$ cat src/rtl/iprt_pkg.sv
`timescale 1ns / 1ps
package iprt_pkg;

    typedef enum logic [1:0] {
        FN_LOOKUP  = 2'd0,
        FN_ADD     = 2'd1,
        FN_DELETE  = 2'd2,
        FN_DEFAULT = 2'd3
    } t_func;

    typedef enum logic [2:0] {
        STAT_OK      = 3'd0,
        STAT_NOMATCH = 3'd1,
        STAT_DROP    = 3'd2,
        STAT_FULL    = 3'd3,
        STAT_BADIDX  = 3'd4
    } t_status;

    typedef enum logic [2:0] {
        CELL_HOLD,
        CELL_LOAD,
        CELL_FROM_PREV,
        CELL_FROM_NEXT,
        CELL_REWRITE
    } t_cell_op;

    typedef enum logic {
        S_IDLE,
        S_EXEC
    } t_state;

    localparam int FL_UP   = 0;
    localparam int FL_GW   = 1;
    localparam int FL_HOST = 2;

    typedef struct packed {
        logic [31:0] dest;
        logic [31:0] mask;
        logic [31:0] gw;
        logic [2:0]  flags;
        logic [7:0]  iface;
    } t_entry;

    // True when every byte of a is at least the matching byte of b.
    function automatic logic bytes_at_least(input logic [31:0] a, input logic [31:0] b);
        logic res;
        res = 1'b1;
        for (int i = 0; i < 4; i++) begin
            if (a[8*i +: 8] < b[8*i +: 8]) begin
                res = 1'b0;
            end
        end
        return res;
    endfunction

endpackage

$ cat src/rtl/iprt_cell.sv
`timescale 1ns / 1ps
module iprt_cell (
    input  logic              i_clk,
    input  iprt_pkg::t_cell_op i_op,
    input  iprt_pkg::t_entry  i_new,
    input  iprt_pkg::t_entry  i_prev,
    input  iprt_pkg::t_entry  i_next,
    input  logic [31:0]       i_addr,
    input  logic [31:0]       i_mask,
    output iprt_pkg::t_entry  o_entry,
    output logic              o_match,
    output logic              o_ge,
    output logic              o_dest_zero
);
    import iprt_pkg::*;

    t_entry r_entry;

    // A rewrite keeps the destination and netmask of the entry.
    always_ff @(posedge i_clk) begin
        case (i_op)
            CELL_LOAD: begin
                r_entry <= i_new;
            end
            CELL_FROM_PREV: begin
                r_entry <= i_prev;
            end
            CELL_FROM_NEXT: begin
                r_entry <= i_next;
            end
            CELL_REWRITE: begin
                r_entry.gw    <= i_new.gw;
                r_entry.flags <= i_new.flags;
                r_entry.iface <= i_new.iface;
            end
            default: begin
                r_entry <= r_entry;
            end
        endcase
    end

    assign o_entry     = r_entry;
    assign o_match     = ((i_addr & r_entry.mask) == r_entry.dest);
    assign o_ge        = bytes_at_least(r_entry.mask, i_mask);
    assign o_dest_zero = (r_entry.dest == 32'd0);

endmodule

$ cat config.mk
export PLATFORM = sky130hd
export DESIGN_NAME = iprt_cell
export DESIGN_NICKNAME = d
export VERILOG_FILES = /design/src/rtl/iprt_pkg.sv /design/src/rtl/iprt_cell.sv
export SDC_FILE = /design/constraint.sdc
export NUM_CORES = 1
export LEC_CHECK = 0
export BUFFER_PORTS_ARGS = -buffer_cell sky130_fd_sc_hd__buf_2
export CORE_AREA = 2 2 191 193
export DETAILED_ROUTE_END_ITERATION = 7
export DIE_AREA = 0 0 193 195
export PLACE_DENSITY_LB_ADDON = 0.2
export SLEW_MARGIN = 20
export SYNTH_ARGS = -nofsm -noshare
export SYNTH_HDL_FRONTEND = slang
export SYNTH_SLANG_ARGS = --single-unit
$ cat constraint.sdc
create_clock -name i_clk -period 5 [get_ports i_clk]
set_input_delay 1 -clock i_clk [delete_from_list [all_inputs] [get_ports i_clk]]
set_output_delay 1 -clock i_clk [all_outputs]
set_load 0.02 [all_outputs]
==> impl_metrics.tcl <==
set metrics [dict create \
    via_per_inst 4.13 \
    cp_slowest_cell "a221oi_2" \
    crit_start "i_mask[7]" \
    drtIter0Drc 185 \
    total_power_uw 2780 \
    synth.most_common_cell "nand2_1" \
    yosysUniqueCellTypes 30 \
    drive_gt1_frac 0.461 \
    ys_seq_elements 107 \
    end_kind "output pin" \
    fin_cells 1602 \
    gp_congestion 0.789 \
    largest_reg_flops 107 \
    drc 0 \
    hp-class "in2reg" \
    yosys_warnings 0 \
    rsz0062_at_grt "no" \
    start_util 0.186 \
    power_density_nw_per_um2 283 \
    synthMuxAreaShare 0.0972 \
    synth_ff_type "edfxtp_1" \
    clk_path_buf_depth 2 \
    synth-xor-area-share 0.0439 \
    ir_worst_vdd_mv 0.197 \
    critPathLaunchType "input port" \
    dieArea_um2 37600 \
    yosys.area_share.simple 0.147 \
    rows 69 \
    wl_per_cell_um 18.4 \
    die_h_um 195 \
    grt_antenna_before_repair 4 \
    synth_edf_count 107 \
    ys_seq_area_frac 0.488 \
    relSlewSlack 0.495 \
    drt_wl_total_mm 29.5 \
    cts.sinks 107 \
    num_vias 6610 \
    dr_wl_met2_mm 15.7 \
    critPathArrivalTime_ps 2730 \
    htree_levels 3 \
    fmax_ghz 0.268 \
    core_region_area_um2 35400 \
    cts_resized 0 \
    wl_met1_mm 11.1 \
    grt_usage 0.149 \
    dr.pass1.iters 4 \
    nets 1552 \
    slew_violations 0 \
    clkTransAtPathRegs_ps 80 \
    cpPeakStageDelay_ps 370 \
    syn_nets 1071 \
    dpl.cell_count 1584 \
    p_leak_uw 0.00485 \
    ios 499 \
    synth-compound-area-share 0.121 \
    dp_hpwl_mm 24.7 \
    met3_length_mm 2.20 \
    synth_top_cell_by_area "edfxtp_1" \
    max_slew.worst_pin.slew_ps 758 \
    setup_violations 0 \
    crit_path_max_fanout 3 \
    fin_crit_sh 0.746 \
    synth_top_area_share 0.488 \
    avgSynthCellArea_um2 10.1 \
    syn_to_final_growth_pct 49.6 \
    yosys-top-cells-count "nand2_1 (185), edfxtp_1 (107), o21ai_0 (71)" \
    grt_pass1_wl_mm 40.1 \
    maxCapViolations 0 \
    worstPathCellList "buf_2 > inv_1 > ha_1 > and4_1 > o21ai_0 > a21oi_1 > o22ai_1 > a221oi_2 > buf_2" \
    holdCritStartpoint "i_prev[11]" \
    worstPathRequired_ps 4000 \
    topRoutingLayerUsed "met5" \
    hold_viol 0 \
    async_flop_share 0 \
    synth_area_leaders "edfxtp_1 (49%), nand2_1 (11%), mux2i_1 (9.7%)" \
    synth_fa_ha_area_frac 0.0532 \
    tns_ps 0 \
    root_buffer "clkbuf_16" \
    port_buffers 498 \
    die_w_um 193 \
    synth_cells 654 \
    tritoncts "done" \
    postCtsHoldBufs 0 \
    synth_top_family_by_area "simple AND/OR/NAND/NOR gates" \
    grt_max_degree 72 \
    grt_pass1_vias 6587 \
    fin_crit_ps 3730 \
    cpMostUsedCell "buf_2" \
    syn_area_um2 6590 \
    worst-setup-path-type "in2out" \
    drtAntennaViolNets 0 \
    overflow 0 \
    cts_made_buffers 9 \
    post_cts_buffers 0 \
    outcome "completed" \
]
final cells by class:
class	count	area, µm²
well taps	461	577
flip-flops and latches	107	3210
multi-input cells	483	3070
inverters	30	113
repair buffers	504	2560
diodes	1	2.50
clock buffers	10	229
clock inverters	6	88.8
fillers	3857	25500
layout by cell type, fill, tap and decap left out, types with 2 or more instances in the layout:
| cell | count |
|---|---|
| nand2_1 | 185 |
| nor4_1 | 16 |
| o21ai_0 | 70 |
| nand4_1 | 5 |
| nand2b_1 | 3 |
| xnor2_1 | 33 |
| a22oi_1 | 43 |
| a21o_1 | 2 |
| a21oi_1 | 9 |
| a211oi_1 | 3 |
| clkinvlp_4 | 2 |
| edfxtp_1 | 107 |
| and4_1 | 2 |
| nor2_4 | 2 |
| buf_2 | 497 |
| clkbuf_16 | 9 |
| nand3_1 | 3 |
| bufinv_16 | 2 |
| ha_1 | 28 |
| mux2i_1 | 64 |
| inv_1 | 30 |
| buf_4 | 6 |
| nor2_8 | 2 |
| nor2_1 | 5 |
where the power goes:
group / leakage [µW] / internal (µW) / switching [µW]
clock network: 0.000149 / 441 / 375
registers: 0.00102 / 1120 / 76.1
logic: 0.00368 / 310 / 459
total: 0.00485 / 1870 / 910
final timing paths:
kind	end	depth (start not counted)
worst max-delay path	o_ge	9
worst min-delay path	o_entry[11]$_DFFE_PP_	3
routing by layer:
metal,GRT usage,vias up
li1,-,3310
met2,0.286,315
met4,0.0446,4
met1,0.160,2955
met3,0.0332,26
met5,0,-
cell families (layout without fill, tap and decap cells):
| kind of cell | count (synthesis) | in the layout |
|---|---|---|
| AOI/OAI and AO/OA | 132 | 132 |
| xor gates and xnor gates | 33 | 33 |
| adders and majority gates | 28 | 28 |
| buffers and inverters | 64 | 550 |
| DFF | 107 | 107 |
| muxes | 64 | 64 |
| other | 0 | 1 |
| and+or+nand+nor | 226 | 226 |
stage by stage:
stage	utilization	setup WS [ps]	cell area [µm²]	hold WS, ps
floorplan	-	138	6590	1180
global placement	0.269	1100	9510	1270
detailed placement	0.269	1090	9510	1270
CTS	0.278	1090	9830	859
global route	0.278	1100	9860	880
finish	0.278	1270	9860	883
worst max-delay path, delay by kind of cell:
family          cells  cell delay [ps]
buf+inv             3              350
fa+ha+maj           1              290
simple gates        1              210
compound gates      4              870
No activity file was read; power rests on OpenSTA's default activity.
