--- config.mk ---
export PLATFORM = sky130hd
export DESIGN_NAME = iprt_sel
export DESIGN_NICKNAME = d
export VERILOG_FILES = /design/src/rtl/iprt_pkg.sv /design/src/rtl/iprt_sel.sv
export SDC_FILE = /design/constraint.sdc
export NUM_CORES = 1
export LEC_CHECK = 0
export BUFFER_PORTS_ARGS = -buffer_cell sky130_fd_sc_hd__buf_2
export CORE_AREA = 2 2 718 720
export DETAILED_ROUTE_END_ITERATION = 10
export DIE_AREA = 0 0 720 722
export GPL_TIMING_DRIVEN = 0
export PLACE_DENSITY = 0.3
export SETUP_SLACK_MARGIN = 0.3
export SYNTH_ARGS = -nofsm -noshare
export SYNTH_HDL_FRONTEND = slang
export SYNTH_SLANG_ARGS = --single-unit
--- constraint.sdc ---
create_clock -name vclk -period 2.4
set_input_delay 0.24 -clock vclk [all_inputs]
set_output_delay 0.24 -clock vclk [all_outputs]
set_load 0.1 [all_outputs]
--- src/rtl/iprt_pkg.sv ---
`timescale 1ns / 1ps
package iprt_pkg;

    typedef enum logic [1:0] {
        FN_LOOKUP  = 2'd0,
        FN_ADD     = 2'd1,
        FN_DELETE  = 2'd2,
        FN_DEFAULT = 2'd3
    } t_func;

    typedef enum logic [2:0] {
        STAT_OK      = 3'd0,
        STAT_NOMATCH = 3'd1,
        STAT_DROP    = 3'd2,
        STAT_FULL    = 3'd3,
        STAT_BADIDX  = 3'd4
    } t_status;

    typedef enum logic [2:0] {
        CELL_HOLD,
        CELL_LOAD,
        CELL_FROM_PREV,
        CELL_FROM_NEXT,
        CELL_REWRITE
    } t_cell_op;

    typedef enum logic {
        S_IDLE,
        S_EXEC
    } t_state;

    localparam int FL_UP   = 0;
    localparam int FL_GW   = 1;
    localparam int FL_HOST = 2;

    typedef struct packed {
        logic [31:0] dest;
        logic [31:0] mask;
        logic [31:0] gw;
        logic [2:0]  flags;
        logic [7:0]  iface;
    } t_entry;

    // True when every byte of a is at least the matching byte of b.
    function automatic logic bytes_at_least(input logic [31:0] a, input logic [31:0] b);
        logic res;
        res = 1'b1;
        for (int i = 0; i < 4; i++) begin
            if (a[8*i +: 8] < b[8*i +: 8]) begin
                res = 1'b0;
            end
        end
        return res;
    endfunction

endpackage

--- src/rtl/iprt_sel.sv ---
`timescale 1ns / 1ps
module iprt_sel #(
    parameter int DEPTH = 16
) (
    input  logic [DEPTH-1:0] i_req,
    input  iprt_pkg::t_entry i_entry [DEPTH],
    output logic             o_found,
    output iprt_pkg::t_entry o_entry
);
    import iprt_pkg::*;

    logic [DEPTH-1:0] w_grant;
    logic [$bits(t_entry)-1:0] w_or;

    // Lowest set request wins: x & -x isolates it.
    assign w_grant = i_req & (~i_req + DEPTH'(1));
    assign o_found = |i_req;

    always_comb begin
        w_or = '0;
        for (int k = 0; k < DEPTH; k++) begin
            w_or = w_or | ({$bits(t_entry){w_grant[k]}} & i_entry[k]);
        end
    end

    assign o_entry = t_entry'(w_or);

endmodule

==> results of run 1 <==
power breakdown:
group	total, µW	internal, µW	switching, µW
clock	0.00931	0.00930	0
combinational	9990	3560	6430
sequential	0	0	0
total	9990	3560	6430
worst max-delay path by stage:
stage | end | slack, ps
2_1_floorplan | o_entry[105] | -100
3_3_place_gp | o_entry[102] | -7880
3_5_place_dp | o_entry[51] | -3620
4_1_cts | o_entry[40] | -810
5_1_grt | o_entry[40] | -740
6_report | o_entry[40] | -750
stage by stage:
step | worst slack, ps | instance area, µm² | total power, µW
final | -745 | 42200 | 9990
after global routing | -735 | 41900 | 10400
after floorplan | -105 | 15600 | 3360
after detailed placement | -3620 | 34800 | 8800
after global placement | -7880 | 33200 | 8510
after CTS | -806 | 41300 | 10200
placed cells by master, fill, tap and decap left out, drive strengths merged, types with 2 or more instances in the layout:
| cell | count |
|---|---|
| a211o | 106 |
| o21ai | 51 |
| diode | 175 |
| a21oi | 328 |
| nand2 | 271 |
| nor4 | 2 |
| nor2b | 272 |
| a31oi | 107 |
| a221oi | 107 |
| or3 | 4 |
| a2111o | 50 |
| nand3b | 272 |
| o22ai | 106 |
| a22oi | 157 |
| and2 | 50 |
| nor2 | 5 |
| inv | 51 |
| buf | 2059 |
| a221o | 56 |
| a22o | 50 |
| clkbuf | 280 |
| nor3 | 2 |
| a21o | 56 |
area by class of cell:
class / count / area [µm²]
tap: 6757 / 8450
buffer: 315 / 3060
antenna: 175 / 438
inverter: 51 / 191
fill: 60600 / 470000
timing repair buffer: 2025 / 13900
multi-input combinational: 2061 / 16100
per-layer routing:
metal	GRT usage [%]	vias up
li1	-	13700
met1	18.5	16300
met2	29.2	2380
met3	5.84	647
met4	2.82	208
met5	0	-
repair_timing:
action                                  4_1_cts  5_1_grt
resized for setup                          1244       63
cloned                                       14        2
pin swaps                                   112       52
buffers inserted                             83       17
endpoints found under the setup margin      108      108
endpoints found under the hold margin         0        0
cell families after synthesis:
family | after synthesis | share of synthesized area, %
simple gates | 883 | 35.0
buf+inv | 367 | 9.45
compound gates | 1178 | 55.6
==> results.ini, run 1 <==
[status]
outcome=finished, violations left
violations=setup timing

[timing]
setup_violations=108
timing.hold.ws_ps=949
fin_crit_sh_pct=131
timing.setup.tns_ps=-65620
fin_ws_ps=-745
rsz0062_at_grt=yes
maxSlewViolCount=0
period_minus_slack_ps=3150
final_hold_viol_count=0
max_clock_freq_mhz=318
worst_pin_slew_ps=1100
timing.slew.headroom_pct=26.6

[floorplan]
num_rows=263
initial_core_util_pct=2.91
fp.dieH_um=722
die-area_um2=520000
io_pins=1836
core-area_um2=512000
die_w_um=720

[detailed_routing]
postRouteAntennaNets=0
vias_per_cell=2.92
dr_wl_met2_um=220000
wl_met3_um=42200
wl_per_cell_um=39.1
dr.pass1.iters=6
wl_met1_um=169000
topRoutingLayerUsed=met5
drtIter0Drc=3253
drc=0
dr_total_vias=33200
wirelength_um=445000

[layout]
layout.cells.non_filler=11400
seq_cells=0
fin_util_pct=8.25
layout-drive-gt1-share_pct=59.6
syn_to_final_growth_pct=183
final_nets=6182
area.sequential_um2=0
nClkBuffers=0

[worst_setup_path]
worstPathArrival_ps=2910
path_common_cell=buf_12
cpLargestDelayFamily=buffers and inverters
required_ps=2160
startpoint=i_req[4]
start_kind=primary input
crit_type=primary input to output pin
cp_slowest_stage_delay_ps=540
critical_path.cell_chain=buf_16, or4_4, buf_16, buf_12, nor4_4, buf_6, buf_12, buf_16, buf_12, and2_4, a2111o_2, buf_12
crit_fanout=6
cp-end-kind=output pin
critical_path_buf_inv_count=8
critPathSlowestCell=or4_4
path_depth=12

[global_routing]
grt_pass1_wl_um=509000
grt_pass1_vias=31900
grt_use_total_pct=16.2
gr-total-overflow=0
grt_antenna_before_repair=327
grt_start_max_net_pins=11

[yosys]
ys_warn_count=0
synth_top_cell_area_share_pct=13.7
yosysTopAreaCell=nand3b_1
synthTopCellsByCount=328 x a21oi_1, 279 x clkbuf_1, 272 x nand3b_1, 272 x nor2b_1, 271 x nand2_1
synth_cell_types=33
synth.most_common_cell=a21oi_1
syn_area_per_cell_um2=6.14
yosys-top-cells-area=nand3b_1 14%, nor2b_1 11%, a21oi_1 11%, a22oi_1 7.9%, clkbuf_1 7.0%
syn_nets=4156
synthesis.area_um2=14900
ys_seq_area_share_pct=0
netlist_instances=2428

[hold_path]
hp-class=primary input to output pin
hold_start=i_req[15]
hold_path_end=o_found
hold_depth=3

[flow_run]
maxCapViolCount=0

[clock_network]
postCtsHoldBufs=0

[power]
pwr_density_cell_nw_per_um2=237
leakagePower_uw=0.0159
ir_drop_mv=0.181

[placement]
port_buffers=1828
placed_cells=11100
routabilityCongestion=0.901
hpwl_um=405000

No activity file was read; power rests on OpenSTA's default activity.
==> run 2, diff against run 1 <==
--- a/config.mk
+++ b/config.mk
@@ -9,7 +9,6 @@
 export CORE_AREA = 2 2 718 720
 export DETAILED_ROUTE_END_ITERATION = 10
 export DIE_AREA = 0 0 720 722
-export GPL_TIMING_DRIVEN = 0
 export PLACE_DENSITY = 0.3
 export SETUP_SLACK_MARGIN = 0.3
 export SYNTH_ARGS = -nofsm -noshare
==> results.ini, run 2 (synthesis results as in run 1) <==
[timing]
fin_crit_sh_pct=121
setup_violations=108
final_hold_viol_count=0
fin_ws_ps=-494
rsz0062_at_grt=yes
max_clock_freq_mhz=346
worst_pin_slew_ps=1070
period_minus_slack_ps=2890
maxSlewViolCount=0
timing.slew.headroom_pct=28.5

[global_routing]
gr-total-overflow=0
grt_pass1_wl_um=431000
grt_start_max_net_pins=60
grt_pass1_vias=31100
grt_use_total_pct=13.4
grt_antenna_before_repair=313

[layout]
fillerInstances=60700
area.sequential_um2=0
layout_common_cells=1716 x buf_2, 453 x buf_4, 325 x a21oi_1
fin_util_pct=8.18
final_nets=6328
nClkBuffers=0
syn_to_final_growth_pct=181
final_common_cell=buf_2
layout-drive-gt1-share_pct=58.7
seq_cells=0
layout.cells.non_filler=11500

[floorplan]
initial_core_util_pct=2.91
io_pins=1836
fp.dieH_um=722
die-area_um2=520000
die_w_um=720
core-area_um2=512000
num_rows=263

[power]
pwr-share-seq_pct=0
pwr_density_cell_nw_per_um2=224
ir_drop_mv=0.134
pwr-share-clk_pct=0
swShare_pct=59.9
p_int_uw=3760
combPwrFrac_pct=100.0
leakagePower_uw=0.0166
p_total_uw=9380
power_switching_uw=5620

[worst_setup_path]
cpLargestDelayFamily=compound AO/OA/AOI/OAI gates
critical_path_buf_inv_count=4
path_common_cell=buf_12
cp_slowest_stage_delay_ps=570
cp-end-kind=output pin
worstPathArrival_ps=2650
critical_path.cell_chain=clkbuf_8, nor2b_4, buf_12, buf_4, a221oi_1, o22ai_1, a2111o_2, buf_12
start_kind=primary input
critPathSlowestCell=a2111o_2
required_ps=2160
crit_fanout=21
crit_type=primary input to output pin

[flow_run]
maxCapViolCount=0

[hold_path]
hold_path_end=o_found
hold_start=i_req[15]
hp-class=primary input to output pin
hold_depth=3

[detailed_routing]
postRouteAntennaNets=0
vias_per_cell=2.81
drtIter0Drc=2814
drc=0
dr_total_vias=32200
dr.pass1.iters=5
wl_per_cell_um=32.5
wirelength_um=373000

[status]
violations=setup timing
outcome=finished, violations left

[placement]
placed_cells=11300
routabilityCongestion=0.938
port_buffers=1836
hpwl_um=340000

run 2: cell count changes in the layout (fill, tap and decap cells not counted), sizes merged:
cell	previous run	this run
clkdlybuf4s18	1	0
buf	2059	2478
diode	175	120
clkbuf	280	8
run 2: timing repair:
item                       4_1_cts  5_1_grt
hold buffers                     0        0
cloned                           7        7
gates resized for setup        139       57
setup endpoints to repair      108      108
pin swaps                       14       19
buffers inserted                25       12
run 2: area by class of cell:
type | count | area [µm²] | share of cell area (%)
timing repair buffer | 2486 | 18100 | 43.3
multi-input combinational | 2061 | 14800 | 35.4
antenna | 120 | 300 | 0.717
inverter | 51 | 191 | 0.457
tap | 6757 | 8450 | 20.2
run 2: worst min-delay path, cell delays in order:
cell	delay, ps
buf_2	110
or3_4	130
buf_12	170
run 2: per-stage QoR:
step	setup TNS [ps]	cell area (µm²)	setup WS (ps)	hold slack, ps
after floorplan	-314	15600	-105	766
after global placement	-51330	39800	-940	913
after detailed placement	-51200	39800	-876	912
after CTS	-43570	41000	-519	915
after global routing	-47120	41700	-513	934
final	-40150	41900	-494	932
run 2: power by group through the flow:
stage / clock, µW / sequential, µW / combinational [µW]
2_1_floorplan: 0 / 0 / 3360
3_3_place_gp: 0 / 0 / 9480
3_5_place_dp: 0 / 0 / 9410
4_1_cts: 0 / 0 / 9540
5_1_grt: 0.00351 / 0 / 9820
6_report: 0.00700 / 0 / 9380
run 2: worst max path at each step:
| stage | from | endpoint | slack, ps | depth (start not counted) |
|---|---|---|---|---|
| CTS | i_req[8] | o_entry[1] | -520 | 9 |
| global placement | i_req[8] | o_entry[1] | -940 | 9 |
| finish | i_req[12] | o_entry[89] | -490 | 8 |
| detailed placement | i_req[8] | o_entry[1] | -880 | 9 |
| floorplan | i_req[0] | o_entry[105] | -100 | 7 |
| global route | i_req[4] | o_entry[37] | -510 | 12 |
run 2: metal layers:
metal | share of wire (%) | wire length [µm] | vias up | track usage, %
li1 | - | - | 13900 | -
met1 | 38 | 142000 | 15500 | 15.4
met2 | 50 | 186000 | 2104 | 24.1
met3 | 9.6 | 35700 | 591 | 4.83
met4 | 2.0 | 7440 | 182 | 1.67
met5 | 0.33 | 1230 | - | 0
